`src/hdl/msort_pkg.sv`:
```
// Shared types and constants for the merge sorter.
// No dependencies; used by msort_step and merge_sorter_top.
`timescale 1ns / 1ps

package msort_pkg;

   // element width and widest count the design supports
   localparam int DATA_W    = 32;
   localparam int MAX_DEPTH = 64;
   localparam int CNT_W     = $clog2(MAX_DEPTH + 1);

   // merge cursor: heads of both runs, output slot, run bounds
   typedef struct packed {
      logic [CNT_W-1:0] i;
      logic [CNT_W-1:0] j;
      logic [CNT_W-1:0] k;
      logic [CNT_W-1:0] mid;
      logic [CNT_W-1:0] hi;
   } ptr_type;

   // status of one merge step
   typedef struct packed {
      logic take_j;
      logic blk_done;
   } step_type;

endpackage

```
`src/hdl/msort_step.sv`:
```
// One step of a two-run merge: signed compare of the run heads, selection
// of the smaller one and advance of the cursor. Depends on msort_pkg.
`timescale 1ns / 1ps

module msort_step (
   input  msort_pkg::ptr_type               ptr_cur,
   input  logic [msort_pkg::DATA_W-1:0]     head_a,
   input  logic [msort_pkg::DATA_W-1:0]     head_b,
   output msort_pkg::ptr_type               ptr_nxt,
   output msort_pkg::step_type              stat,
   output logic [msort_pkg::DATA_W-1:0]     wr_data
);

   logic a_ok;
   logic b_ok;
   logic b_less;

   // run heads still inside their runs
   assign a_ok   = ptr_cur.i < ptr_cur.mid;
   assign b_ok   = ptr_cur.j < ptr_cur.hi;
   assign b_less = $signed(head_b) < $signed(head_a);

   // ties take the left run, so the merge is stable
   always_comb begin
      stat.take_j   = b_ok && (!a_ok || b_less);
      stat.blk_done = (ptr_cur.k + 1'b1) == ptr_cur.hi;
      wr_data       = stat.take_j ? head_b : head_a;
      ptr_nxt       = ptr_cur;
      ptr_nxt.k     = ptr_cur.k + 1'b1;
      if (stat.take_j) begin
         ptr_nxt.j = ptr_cur.j + 1'b1;
      end else begin
         ptr_nxt.i = ptr_cur.i + 1'b1;
      end
   end

endmodule
```
`config.mk`:
```
export PLATFORM = sky130hd
export DESIGN_NAME = msort_step
export DESIGN_NICKNAME = d
export VERILOG_FILES = /design/src/hdl/msort_pkg.sv /design/src/hdl/msort_step.sv
export SDC_FILE = /design/constraint.sdc
export NUM_CORES = 1
export LEC_CHECK = 0
export ABC_CLOCK_PERIOD_IN_PS = 3300
export BUFFER_PORTS_ARGS = -buffer_cell sky130_fd_sc_hd__buf_2
export CAP_MARGIN = 5
export CORE_ASPECT_RATIO = 0.9
export CORE_UTILIZATION = 44
export DETAILED_ROUTE_END_ITERATION = 10
export GPL_TIMING_DRIVEN = 0
export PLACE_DENSITY = 0.95
export SYNTH_ARGS = -nofsm -noshare
export SYNTH_HDL_FRONTEND = slang
export SYNTH_SLANG_ARGS = --single-unit
```
`constraint.sdc`:
```
create_clock -name vclk -period 3.3
set_input_delay 0 -clock vclk [all_inputs]
set_output_delay 0 -clock vclk [all_outputs]
set_load 0.03 [all_outputs]
```
==> reports/results.txt <==
most frequent cells in the layout - buf_2 (169), ha_1 (46), inv_1 (44)
first-pass GRT wire length - 9018 um
drt total wl - 5812 um
RSZ-0062 raised after global routing - false
post-CTS setup buffers - 0
post-DR wirelength/cell - 11.86 um
Setup TNS - 0 ns
final hold vios - 0
DRC - 0
syn nets - 405
type of origin of the critical path - primary input
final net count - 575
CP Capture Type - output port
top cell type's share of synthesized area - 28.40%
internal power - 0.2593 mW
GP Congestion - 0.7629
Synth-to-Final Area Change - 45.31%
Cell Rows - 23
initial antenna violation count - 0
Worst-Margin Slew - 0.4456 ns
Multi-input gate area - 1714 um2
Setup WS post-layout - 0.6894 ns
hpwl dp - 5301 um
crit path kind - in2out
worst hold start - ptr_cur[34]
PortBufs - 168
combinational share of power - 100.0%
FFs & Latches - 0
register area - 0 um2
mean post-synth cell area - 7.796 um2
DRT iter0 DRCs - 27
n_diodes - 0
Die Y - 66.39 um
biggest area consumer among synthesized cells - ha_1
I/O Pins - 168
Power per Cell Area - 228.0 nW/um2
CTS Hold Buffers Added - 0
largest net degree at the start of global routing - 11
Via Count - 2470
cell count after synthesis - 260
Sw Share - 61.39%
first drt pass iteration count - 6
Synth cell types - 36
Max Transition Viols Final - 0
Final setup violation count - 0
Endpoint, Worst Hold - ptr_nxt[34]
# clk buffers - 0
GRT Resource Usage Total - 22.38%
CP arrival - 2.61 ns
Fillers - 402
Netlist Area Pre-Place - 2027 um2
status - finished, final reports clean
Synthesis Warnings - 0
Hold Path Class - in2out
post-DR vias/cell - 5.041
max-cap violation count - 0
Clk network pwr share - 0%
Crit Path Max Fanout - 10
vias in the first global route - 2319
number of nets still failing antenna checks after routing - 0
Switch Pwr - 0.4123 mW
core region area - 4432 um2
die area - 4883 um2
Required @ worst endpoint - 3.30 ns
Worst slew margin - 69.98%
layout cells sized above 1 - 45.79%
largest cells by area after synthesis - ha_1 (28%), mux2_1 (15%), inv_1 (8.1%)
FMAX - 383.1 MHz
DP Worst Slack - 0.6782 ns
Worst Hold Depth - 3
remaining global-route overflow - 0
P_leak - 1.729 nW
Final min period - 2.611 ns
sequential area share after synthesis - 0%
die width - 73.55 um
Tcrit/Tclk final - 79.11%
Peak supply drop - 0.1381 mV
most common cell after layout, fill and taps aside - buf_2
Starting Density - 45.74%
cts repair resizes - 0
Seq pwr share - 0%
[cell usage after synthesis (all sizes together)]
cell     count
mux2        34
nor4         4
inv         44
o2111ai      2
nor3         5
o21a         3
nor2b        2
nand3        6
a211oi       3
a21oi       16
o21bai       1
ha          46
nand2       13
o211ai       2
nor2         6
nor3b        1
nand4        6
nand2b       2
xnor2       14
a31oi        2
a211o        2
buf         18
a221oi       1
o21ai        8
a21o         4
xor2        10
or2          1
clkbuf       1
o31ai        1
and4         2
[how the worst max path moves through the flow]
stage	cells after the start	end	startpoint	slack, ns
final	12	ptr_nxt[22]	head_a[19]	0.69
after global routing	12	wr_data[29]	head_a[19]	0.49
after CTS	12	ptr_nxt[22]	head_a[19]	0.67
after detailed placement	12	ptr_nxt[22]	head_a[19]	0.68
after global placement	13	wr_data[30]	head_a[2]	0.70
after floorplan	11	ptr_nxt[31]	head_a[2]	0.94
[logic make-up after synthesis]
family,Yosys count,share of synthesized area (%)
adders and majority gates,46,28.39
muxes,34,18.89
xor gates and xnor gates,24,10.37
and+or+nand+nor,48,12.47
AOI/OAI and AO/OA,45,14.44
buffers and inverters,63,15.43
[per-layer routing]
metal,vias to the layer above,GRT usage (%),wire length [um]
li1,1244,-,-
met1,1109,23.12,2274
met2,109,46.44,3062
met3,8,2.591,411
met4,0,5.529,64
met5,-,0,0
[power groups by stage]
stage	clock, mW	sequential, mW	combinational [mW]
after floorplan	0	0	0.462
after global placement	0	0	0.654
after detailed placement	0	0	0.673
after CTS	0	0	0.676
after global routing	0	0	0.731
final	0	0	0.672
[layout make-up]
cell class / count / area share, %
Timing Repair Buffer: 168 / 28.55
Multi-Input combinational cell: 197 / 58.20
Buffer: 19 / 5.013
Inverter: 44 / 5.607
Tap cell: 62 / 2.634
[critical path: stages]
cell and delay (ns):
buf_2 0.08, inv_1 0.04, ha_1 0.31, nand4_1 0.17, nor4_1 0.44, a221oi_2 0.14, a211oi_1 0.27, a211oi_2 0.11
nor2_4 0.30, buf_6 0.22, mux2_1 0.35, buf_2 0.18
[stage by stage]
stage / instance area (um2) / util, % / power, mW / hold WS (ns) / std cells
floorplan: 2027 / - / 0.4616 / 0.1098 / 260
CTS: 2945 / 66.46 / 0.6759 / 0.3302 / 490
detailed placement: 2945 / 66.46 / 0.6730 / 0.3295 / 490
global placement: 2945 / 66.46 / 0.6535 / 0.3257 / 490
global route: 2945 / 66.46 / 0.7311 / 0.3415 / 490
finish: 2945 / 66.46 / 0.6715 / 0.3279 / 490
Note: power is estimated with default switching activity, not from simulation.
